<file path="config.mk">
export PLATFORM = sky130hd
export DESIGN_NAME = morse_symbol_encoder
export DESIGN_NICKNAME = d
export VERILOG_FILES = /design/src/sv/mse_pkg.sv /design/src/sv/morse_symbol_encoder.sv
export SDC_FILE = /design/constraint.sdc
export NUM_CORES = 1
export LEC_CHECK = 0
export BUFFER_PORTS_ARGS = -buffer_cell sky130_fd_sc_hd__buf_2
export CORE_MARGIN = 4
export CORE_UTILIZATION = 35
export CTS_CLUSTER_SIZE = 12
export DETAILED_ROUTE_END_ITERATION = 6
export SETUP_SLACK_MARGIN = 0.4
export SYNTH_ARGS = -nofsm -noshare
export SYNTH_HDL_FRONTEND = slang
export SYNTH_SLANG_ARGS = --single-unit
</file>
<file path="constraint.sdc">
create_clock -name clk -period 2.8 [get_ports clk]
set_clock_uncertainty 0.2 [all_clocks]
set_input_delay 0.14 -clock clk [delete_from_list [all_inputs] [get_ports clk]]
set_output_delay 0.14 -clock clk [all_outputs]
set_load 0.01 [all_outputs]
</file>
<file path="src/sv/mse_pkg.sv">
package mse_pkg;

    localparam int PAT_W  = 6;
    localparam int LEN_W  = 3;
    localparam int STEP_W = 4;

    typedef logic [STEP_W-1:0] step_t;

    typedef enum logic [1:0] {
        SYM_DOT   = 2'd0,
        SYM_DASH  = 2'd1,
        SYM_GAP   = 2'd2,
        SYM_SLASH = 2'd3
    } sym_t;

    typedef enum logic [1:0] {
        KIND_NONE,
        KIND_PAT,
        KIND_SPACE,
        KIND_PCT
    } kind_t;

    typedef enum logic [1:0] {
        EMIT_NONE,
        EMIT_PAT,
        EMIT_GAP,
        EMIT_SLASH
    } emit_t;

    typedef enum logic [1:0] {
        LD_NONE,
        LD_IN,
        LD_ZERO,
        LD_SLASH
    } load_t;

    typedef enum logic [1:0] {
        CND_GO,
        CND_LOOP,
        CND_DISPATCH
    } cond_t;

    typedef struct packed {
        kind_t             kind;
        logic [LEN_W-1:0]  len;
        logic [PAT_W-1:0]  bits;
    } pat_t;

    typedef struct packed {
        emit_t emit;
        logic  last;
        load_t load;
        cond_t cond;
        step_t target;
    } ucode_t;

    localparam step_t ST_IDLE  = 4'd0;
    localparam step_t ST_PAT   = 4'd1;
    localparam step_t ST_END   = 4'd2;
    localparam step_t ST_SLASH = 4'd3;
    localparam step_t ST_PZ1   = 4'd4;
    localparam step_t ST_PG1   = 4'd5;
    localparam step_t ST_PS    = 4'd6;
    localparam step_t ST_PG2   = 4'd7;
    localparam step_t ST_PZ2   = 4'd8;

    localparam pat_t PAT_ZERO  = '{KIND_PAT, 3'd5, 6'b011111};
    localparam pat_t PAT_SLASH = '{KIND_PAT, 3'd5, 6'b001001};

    // first symbol in bit 0, dash = 1
    function automatic pat_t lookup(input logic [7:0] c);
        pat_t r;
        r = '{KIND_NONE, 3'd0, 6'b000000};
        case (c)
            8'h41: r = '{KIND_PAT, 3'd2, 6'b000010};
            8'h42: r = '{KIND_PAT, 3'd4, 6'b000001};
            8'h43: r = '{KIND_PAT, 3'd4, 6'b000101};
            8'h44: r = '{KIND_PAT, 3'd3, 6'b000001};
            8'h45: r = '{KIND_PAT, 3'd1, 6'b000000};
            8'h46: r = '{KIND_PAT, 3'd4, 6'b000100};
            8'h47: r = '{KIND_PAT, 3'd3, 6'b000011};
            8'h48: r = '{KIND_PAT, 3'd4, 6'b000000};
            8'h49: r = '{KIND_PAT, 3'd2, 6'b000000};
            8'h4A: r = '{KIND_PAT, 3'd4, 6'b001110};
            8'h4B: r = '{KIND_PAT, 3'd3, 6'b000101};
            8'h4C: r = '{KIND_PAT, 3'd4, 6'b000010};
            8'h4D: r = '{KIND_PAT, 3'd2, 6'b000011};
            8'h4E: r = '{KIND_PAT, 3'd2, 6'b000001};
            8'h4F: r = '{KIND_PAT, 3'd3, 6'b000111};
            8'h50: r = '{KIND_PAT, 3'd4, 6'b000110};
            8'h51: r = '{KIND_PAT, 3'd4, 6'b001011};
            8'h52: r = '{KIND_PAT, 3'd3, 6'b000010};
            8'h53: r = '{KIND_PAT, 3'd3, 6'b000000};
            8'h54: r = '{KIND_PAT, 3'd1, 6'b000001};
            8'h55: r = '{KIND_PAT, 3'd3, 6'b000100};
            8'h56: r = '{KIND_PAT, 3'd4, 6'b001000};
            8'h57: r = '{KIND_PAT, 3'd3, 6'b000110};
            8'h58: r = '{KIND_PAT, 3'd4, 6'b001001};
            8'h59: r = '{KIND_PAT, 3'd4, 6'b001101};
            8'h5A: r = '{KIND_PAT, 3'd4, 6'b000011};
            8'h30: r = '{KIND_PAT, 3'd5, 6'b011111};
            8'h31: r = '{KIND_PAT, 3'd5, 6'b011110};
            8'h32: r = '{KIND_PAT, 3'd5, 6'b011100};
            8'h33: r = '{KIND_PAT, 3'd5, 6'b011000};
            8'h34: r = '{KIND_PAT, 3'd5, 6'b010000};
            8'h35: r = '{KIND_PAT, 3'd5, 6'b000000};
            8'h36: r = '{KIND_PAT, 3'd5, 6'b000001};
            8'h37: r = '{KIND_PAT, 3'd5, 6'b000011};
            8'h38: r = '{KIND_PAT, 3'd5, 6'b000111};
            8'h39: r = '{KIND_PAT, 3'd5, 6'b001111};
            8'h26: r = '{KIND_PAT, 3'd5, 6'b000010};
            8'h27: r = '{KIND_PAT, 3'd6, 6'b011110};
            8'h40: r = '{KIND_PAT, 3'd6, 6'b010110};
            8'h29: r = '{KIND_PAT, 3'd6, 6'b101101};
            8'h28: r = '{KIND_PAT, 3'd5, 6'b001101};
            8'h3A: r = '{KIND_PAT, 3'd6, 6'b000111};
            8'h2C: r = '{KIND_PAT, 3'd6, 6'b110011};
            8'h3D: r = '{KIND_PAT, 3'd5, 6'b010001};
            8'h21: r = '{KIND_PAT, 3'd6, 6'b110101};
            8'h2E: r = '{KIND_PAT, 3'd6, 6'b101010};
            8'h2D: r = '{KIND_PAT, 3'd6, 6'b100001};
            8'h78: r = '{KIND_PAT, 3'd4, 6'b001001};
            8'h25: r = '{KIND_PCT, 3'd5, 6'b011111};
            8'h2B: r = '{KIND_PAT, 3'd5, 6'b001010};
            8'h22: r = '{KIND_PAT, 3'd6, 6'b010010};
            8'h3F: r = '{KIND_PAT, 3'd6, 6'b001100};
            8'h2F: r = '{KIND_PAT, 3'd5, 6'b001001};
            8'h20: r = '{KIND_SPACE, 3'd0, 6'b000000};
            default: r = '{KIND_NONE, 3'd0, 6'b000000};
        endcase
        return r;
    endfunction

    function automatic step_t dispatch(input kind_t k);
        step_t s;
        case (k)
            KIND_PAT:   s = ST_PAT;
            KIND_SPACE: s = ST_SLASH;
            KIND_PCT:   s = ST_PZ1;
            default:    s = ST_IDLE;
        endcase
        return s;
    endfunction

    function automatic ucode_t ucode(input step_t s);
        ucode_t u;
        case (s)
            ST_IDLE:  u = '{EMIT_NONE,  1'b0, LD_IN,    CND_DISPATCH, ST_IDLE};
            ST_PAT:   u = '{EMIT_PAT,   1'b0, LD_NONE,  CND_LOOP,     ST_END};
            ST_END:   u = '{EMIT_GAP,   1'b1, LD_NONE,  CND_GO,       ST_IDLE};
            ST_SLASH: u = '{EMIT_SLASH, 1'b0, LD_NONE,  CND_GO,       ST_END};
            ST_PZ1:   u = '{EMIT_PAT,   1'b0, LD_NONE,  CND_LOOP,     ST_PG1};
            ST_PG1:   u = '{EMIT_GAP,   1'b0, LD_SLASH, CND_GO,       ST_PS};
            ST_PS:    u = '{EMIT_PAT,   1'b0, LD_NONE,  CND_LOOP,     ST_PG2};
            ST_PG2:   u = '{EMIT_GAP,   1'b0, LD_ZERO,  CND_GO,       ST_PZ2};
            ST_PZ2:   u = '{EMIT_PAT,   1'b0, LD_NONE,  CND_LOOP,     ST_END};
            default:  u = '{EMIT_NONE,  1'b0, LD_NONE,  CND_GO,       ST_IDLE};
        endcase
        return u;
    endfunction

endpackage

</file>
<file path="src/sv/morse_symbol_encoder.sv">
// The first symbol word is registered by the step that follows the accepting dispatch step.
// Throughput: one symbol per cycle from the microcode step counter while m_tready allows,
// plus one dispatch step per character; an unlisted character emits nothing.
// The next character is accepted in the dispatch step while the last symbol still waits.
// Reset: step counter returns to dispatch and the output word is dropped.
module morse_symbol_encoder (
    input  logic       clk,
    input  logic       rst_n,
    input  logic       s_tvalid,
    output logic       s_tready,
    input  logic [7:0] s_tdata,   // [7:0] character
    output logic       m_tvalid,
    input  logic       m_tready,
    output logic [7:0] m_tdata,   // [1:0] symbol, [7:2] zero
    output logic       m_tlast    // last
);

    mse_pkg::step_t                   pc_reg, pc_next;
    logic [mse_pkg::PAT_W-1:0]        pat_reg, pat_next;
    logic [mse_pkg::LEN_W-1:0]        cnt_reg, cnt_next;
    logic                             valid_reg, valid_next;
    mse_pkg::sym_t                    sym_reg, sym_next;
    logic                             last_reg, last_next;

    mse_pkg::ucode_t uw;
    mse_pkg::pat_t   lk;
    logic            adv;
    logic            fire;
    logic            disp;

    always_comb
    begin
        uw   = mse_pkg::ucode(pc_reg);
        lk   = mse_pkg::lookup(s_tdata);
        disp = (uw.cond == mse_pkg::CND_DISPATCH);
        adv  = !valid_reg || m_tready;
        fire = disp ? s_tvalid : adv;

        pc_next    = pc_reg;
        pat_next   = pat_reg;
        cnt_next   = cnt_reg;
        sym_next   = sym_reg;
        last_next  = last_reg;
        valid_next = valid_reg && !m_tready;

        if (fire)
        begin
            case (uw.emit)
                mse_pkg::EMIT_PAT:
                begin
                    valid_next = 1'b1;
                    sym_next   = pat_reg[0] ? mse_pkg::SYM_DASH : mse_pkg::SYM_DOT;
                    last_next  = uw.last;
                    pat_next   = pat_reg >> 1;
                    cnt_next   = cnt_reg - 1'b1;
                end
                mse_pkg::EMIT_GAP:
                begin
                    valid_next = 1'b1;
                    sym_next   = mse_pkg::SYM_GAP;
                    last_next  = uw.last;
                end
                mse_pkg::EMIT_SLASH:
                begin
                    valid_next = 1'b1;
                    sym_next   = mse_pkg::SYM_SLASH;
                    last_next  = uw.last;
                end
                default:
                begin
                end
            endcase

            case (uw.load)
                mse_pkg::LD_IN:
                begin
                    pat_next = lk.bits;
                    cnt_next = lk.len;
                end
                mse_pkg::LD_ZERO:
                begin
                    pat_next = mse_pkg::PAT_ZERO.bits;
                    cnt_next = mse_pkg::PAT_ZERO.len;
                end
                mse_pkg::LD_SLASH:
                begin
                    pat_next = mse_pkg::PAT_SLASH.bits;
                    cnt_next = mse_pkg::PAT_SLASH.len;
                end
                default:
                begin
                end
            endcase

            case (uw.cond)
                mse_pkg::CND_DISPATCH: pc_next = mse_pkg::dispatch(lk.kind);
                mse_pkg::CND_LOOP:     pc_next = (cnt_reg == 3'd1) ? uw.target : pc_reg;
                default:               pc_next = uw.target;
            endcase
        end
    end

    always_ff @(posedge clk or negedge rst_n)
    begin
        if (!rst_n)
        begin
            pc_reg    <= mse_pkg::ST_IDLE;
            valid_reg <= 1'b0;
        end
        else
        begin
            pc_reg    <= pc_next;
            valid_reg <= valid_next;
        end
    end

    always_ff @(posedge clk)
    begin
        pat_reg  <= pat_next;
        cnt_reg  <= cnt_next;
        sym_reg  <= sym_next;
        last_reg <= last_next;
    end

    assign s_tready = disp;
    assign m_tvalid = valid_reg;
    assign m_tdata  = {6'b000000, sym_reg};
    assign m_tlast  = last_reg;

endmodule
</file>
# Word level (Yosys, flattened, before mapping)
# Memories as Yosys holds them, arrays and structs flattened.
# Cells that the tools add are included.
[word_totals]
ff_bits = 17
romBits = 1584
in_bits = 12
output_inout_bits = 11
word_cells = 49
mem_count = 2
[mem_list]
columns = ["name", "depth", "width", "read_ports", "rd_clocked_by_memory_dff", "wr", "line_no", "source"]
rows = [
  ["(name not given)", 128, 11, 1, 0, 0, "mse_pkg.sv:74", "case (c)"],
  ["(name not given)", 16, 11, 1, 0, 0, "mse_pkg.sv:147", "case (s)"],
]
[classes]
addsub = 1
n_eq_ne = 13
n_mux = 13
n_reduce_logical = 14
[op_table]
columns = ["cell", "n"]
rows = [
  ["$pmux W6 S3", 1],
  ["$eq A2 B2 Y1 const B", 7],
  ["$mux W11", 1],
  ["$reduce_and A2 Y1", 5],
  ["$pmux W3 S3", 1],
  ["$eq A2 B1 Y1 const B", 4],
  ["$pmux W4 S2", 1],
  ["$mux W6", 1],
  ["$pmux W2 S3", 1],
  ["$pmux W3 S2", 1],
  ["$reduce_bool A3 Y1", 2],
  ["$mux W1", 4],
  ["$mux W4", 1],
  ["$reduce_bool A4 Y1", 1],
  ["$eq A3 B1 Y1 const B", 1],
  ["$mux W3", 1],
  ["$reduce_or A3 Y1", 1],
  ["$sub A3 B1 Y3 const B", 1],
  ["$logic_not A1 Y1", 2],
  ["$ne A2 B2 Y1 const B", 1],
  ["$reduce_or A2 Y1", 1],
  ["$logic_and A1 B1 Y1", 1],
  ["$logic_or A1 B1 Y1", 1],
]

# Depth between registers and ports, before layout
# An unclocked memory read counts as a cell.
[logic_depth]
depth_word = 5
ltp_mapped = 9
ltp_nobuf = 9

# Worst setup path before layout
# Ideal clock, no wire load.
[synth_path]
path_kind = "register -> register"
startpoint = "register pc_reg[0]"
endpoint = "register pat_reg[0] (netlist bit) (enable)"
setup_time_ns = 0.363
t_arrival_ns = 1.872
required_ns = 2.237
path_slack_ns = 0.365
stages_incl_launch_ff = 5
n_path_buf = 0
synth_period_minus_slack_ns = 2.435
cell_sequence = "dfrtp_1 -> ha_1 -> nor4b_4 -> mux2i_1 -> a21oi_1"
[synth_via]
elab_chain_len = 4
elab_cells_between_ends = 9
cone_classes = "5 x eq/ne; 1 x mux; 2 x reduce/logical; 1 x memory"
[synth_rtl]
columns = ["item", "line_no", "source"]
rows = [
  ["start, declared", "morse_symbol_encoder.sv:18", "mse_pkg::step_t pc_reg, pc_next;"],
  ["start signal, assigned", "morse_symbol_encoder.sv:107", "pc_reg <= mse_pkg::ST_IDLE;"],
  ["start signal, assigned", "morse_symbol_encoder.sv:112", "pc_reg <= pc_next;"],
  ["$mem_v2 Z16 W11", "n/a", ""],
  ["$eq A2 B2 Y1", "morse_symbol_encoder.sv:35", "disp = (uw.cond == mse_pkg::CND_DISPATCH);"],
  ["net s_tready", "morse_symbol_encoder.sv:10", "output logic s_tready,"],
  ["$mux W1", "morse_symbol_encoder.sv:37", "fire = disp ? s_tvalid : adv;"],
  ["$reduce_and A2 Y1 (no source line)", "n/a", ""],
  ["end signal, assigned", "morse_symbol_encoder.sv:119", "pat_reg <= pat_next;"],
  ["end, declared", "morse_symbol_encoder.sv:19", "logic [mse_pkg::PAT_W-1:0] pat_reg, pat_next;"],
]
# The timed path passes the listed nets, and every way through them passes these cells.
# A chain may end at the register's enable or synchronous reset.

# Final worst setup path
[layout_path]
startpoint = "register pc_reg[1]"
endpoint = "register pc_reg[0]"
[layout_via]
elab_chain_len = 4
elab_cells_between_ends = 8
cone_classes = "3 x eq/ne; 3 x mux; 1 x reduce/logical; 1 x memory"
[layout_rtl]
columns = ["item", "line_no"]
rows = [
  ["$mem_v2 Z16 W11 *", "n/a"],
  ["$eq A2 B1 Y1 / $eq A2 B2 Y1 (equally long branches)", "morse_symbol_encoder.sv:95, morse_symbol_encoder.sv:35"],
  ["$ne A2 B2 Y1 (no source line) / $mux W1 (equally long branches)", "n/a"],
  ["$reduce_and A2 Y1 (no source line)", "n/a"],
]
# Every way passes the cells marked *; elsewhere a longest branch is shown, timed or not. The select of a mux whose other input is x is not followed.

==> flow_summary.json <==
{
  "crit_required_ns": 2.74,
  "rows": 28,
  "largest_reg_flops": 6,
  "clkTransAtPathRegs_ns": 0.07,
  "rsz0062_at_grt": "no",
  "finalHoldViolCount": 0,
  "synth-seq-cells": 17,
  "routed_wirelength_um": 5490,
  "synthArstFlopShare_pct": 29.4,
  "viasPerCell": 5.72,
  "regArea_um2": 485,
  "postPlaceCellArea_um2": 2290,
  "synthSimpleGateAreaFrac_pct": 21.3,
  "fin_setup_tns_ns": 0,
  "die_h_um": 86.3,
  "ys_top_cells_by_area": "edfxtp_1 17%, ha_1 10%, dfrtp_1 5.8%, a21oi_1 5.1%, mux2i_1 4.7%",
  "top_usage_layer": "met2",
  "syn_inst": 255,
  "yosysSeqAreaShare_pct": 22.6,
  "fin_crit_sh_pct": 81.4,
  "p_leak_uw": 0.000970,
  "met1_usage_pct": 21.3,
  "synth_top_area_share_pct": 16.8,
  "multi_input_area_um2": 1510,
  "cts_buffers": 3,
  "worst-path-max-fanout": 6,
  "slew_violations": 0,
  "ioPinCount": 23,
  "ys_types": 58,
  "grt_max_degree": 38,
  "area_growth_pct": 11.0,
  "grtUsageMet3_pct": 2.09,
  "grt.total_usage_pct": 15.0,
  "clk_path_buf_depth": 2,
  "p_per_area_nw_per_um2": 628,
  "fill_cells": 592,
  "cts_root_buf": "clkbuf_8",
  "fmax_mhz": 439,
  "synth_mux_area_share_pct": 8.86,
  "synth_edf_count": 12,
  "port_buffers": 16,
  "antenna_found_initial": 0,
  "drive_above_1_share_pct": 16.0,
  "ant_nets": 0,
  "report.final.setup_viol": 0,
  "dr.pass1.iters": 4,
  "arrival_ns": 2.22,
  "drc": 0,
  "fp.dieW_um": 86.3,
  "vdd_drop_max_v": 0.000324,
  "drv_cap": 0,
  "core_area_um2": 5920,
  "rr_worst_depth": 6,
  "synth_flop_cell": "edfxtp_1",
  "grt_pass1_wl_um": 9110,
  "max_slew_margin_pct": 61.1,
  "cts_tree": "done",
  "synthXorXnorAreaFrac_pct": 0.408,
  "start_kind": "flip-flop",
  "synth_fa_ha_area_share_pct": 10.5,
  "syn_area_per_cell_um2": 8.41,
  "antenna_cells": 0,
  "hold_class": "in -> async",
  "post-route-util_pct": 40.2,
  "crit_type": "reg -> reg",
  "initial_core_util_pct": 36.2,
  "clk-insertion-delay-late_ns": 0.25,
  "tightest_slew_ns": 0.584,
  "synth_largest_area_cell": "edfxtp_1",
  "synth_compound_area_share_pct": 27.0,
  "grt_pass1_vias": 1807,
  "synth_top_family_by_area": "compound AO/OA/AOI/OAI gates",
  "outcome": "finished, final reports clean",
  "end_kind": "flip-flop",
  "gp_congestion": 0.918,
  "drt_iter0_drc": 129,
  "finalNetCount": 300,
  "fp.dieArea_um2": 7450,
  "synthesis.area_um2": 2150,
  "wl_per_cell_um": 15.9,
  "clock_sinks": 17,
  "vias": 1969,
  "dpl.hpwl_um": 4190,
  "fin_area_um2": 2380,
  "yosysWarnings": 0,
  "cts_max_level": 1,
  "fin_crit_ns": 2.28,
  "grtUsageMet2_pct": 22.7,
  "overflow": 0
}
## area by class of cell
cell class | count | area share, %
clock buffers | 4 | 1.89
inverters | 17 | 2.68
multi-input cells | 201 | 63.2
flip-flops and latches | 17 | 20.4
well taps | 75 | 3.94
repair buffers | 30 | 7.88
## cells by family (layout without fill, tap and decap cells)
logic type,after synthesis,in the layout
flip-flops,17,17
buffers and inverters,42,51
XOR/XNOR,1,1
other,1,6
adder cells (fa/ha/maj),18,18
AO/OA/AOI/OAI,83,83
multiplexers,15,15
AND/OR/NAND/NOR,78,78
## routing by layer
layer	share of wire [%]	routed length (um)	vias to the layer above
met5	0	0	-
met4	2.3	128	0
met3	5.1	278	12
met2	46	2530	67
met1	46	2540	926
li1	-	-	964
## cell usage in the layout, fill, tap and decap left out, types with 4 or more instances in the layout
master     n
a21oi_1   21
ha_1      18
nand2b_1  16
inv_1     16
buf_2     16
nor2_1    13
buf_4     13
edfxtp_1  12
nand2_1   11
nor2b_1   10
o21ai_0   10
mux2i_1    9
o211ai_1   8
conb_1     6
nor3_1     5
nand3b_1   5
a211oi_1   5
dfrtp_1    5
a21o_1     4
nand3_1    4
## worst max-delay path, stage by stage, from the launching register on
cell	delay [ns]
dfrtp_1	0.42
inv_1	0.11
ha_1	0.26
nor4b_4	0.36
mux2i_4	0.40
a21oi_4	0.09
mux2_1	0.32
## power breakdown
| group | leakage [uW] | switching, uW | internal [uW] |
|---|---|---|---|
| sequential | 0.000186 | 41.4 | 431 |
| combinational | 0.000761 | 481 | 353 |
| clock | 0.0000228 | 87.4 | 101 |
| total | 0.000970 | 610 | 885 |
## per-stage QoR
| stage | std cells | setup WS [ns] | hold slack, ns | power, uW |
|---|---|---|---|---|
| floorplan | 260 | 0.445 | -0.356 | 1040 |
| global placement | 336 | 0.309 | -0.236 | 1230 |
| detailed placement | 336 | 0.285 | -0.233 | 1250 |
| CTS | 342 | 0.536 | 0.0318 | 1480 |
| global route | 344 | 0.369 | 0.0487 | 1620 |
| finish | 344 | 0.520 | 0.0260 | 1490 |
## path summary, 6_finish.rpt
| path | startpoint | slack [ns] | end |
|---|---|---|---|
| max reg2reg | pc_reg[1] | 0.52 | pc_reg[0] |
| min | rst_n | 0.03 | pc_reg[0] |
| max | pc_reg[1] | 0.52 | pc_reg[0] |
| min in group clk | m_tready | 0.05 | m_tvalid |
| min reg2reg | pat_reg[4] | 0.34 | pat_reg[3] |
| max in group asynchronous | rst_n | 2.24 | m_tvalid |
## Yosys cell counts (2+ instances only)
cell type	n
a21oi_1	22
ha_1	18
inv_1	16
nand2b_1	16
nor2_1	13
edfxtp_1	12
nand2_1	11
mux2i_1	10
nor2b_1	10
o21ai_0	10
o211ai_1	8
clkbuf_1	7
a211oi_1	6
buf_2	6
buf_4	6
buf_1	5
dfrtp_1	5
nand3b_1	5
nor3_1	5
a21o_1	4
nand3_1	4
a2111oi_0	3
and2_1	3
mux4_2	3
o211a_1	3
o311ai_1	3
a311o_1	2
a311oi_1	2
a32oi_1	2
nor4_1	2
o21ai_1	2
o221ai_1	2
o22ai_1	2
o311ai_0	2
o31ai_1	2
## repair_timing
item                                   in CTS  in global routing
setup endpoints to repair                   7                  1
setup buffers                               1                  2
pin swaps                                   0                  0
hold buffers                                1                  0
endpoints found under the hold margin       5                  0
gates resized for setup                     2                  1
Power figures use the tool's default switching activity.
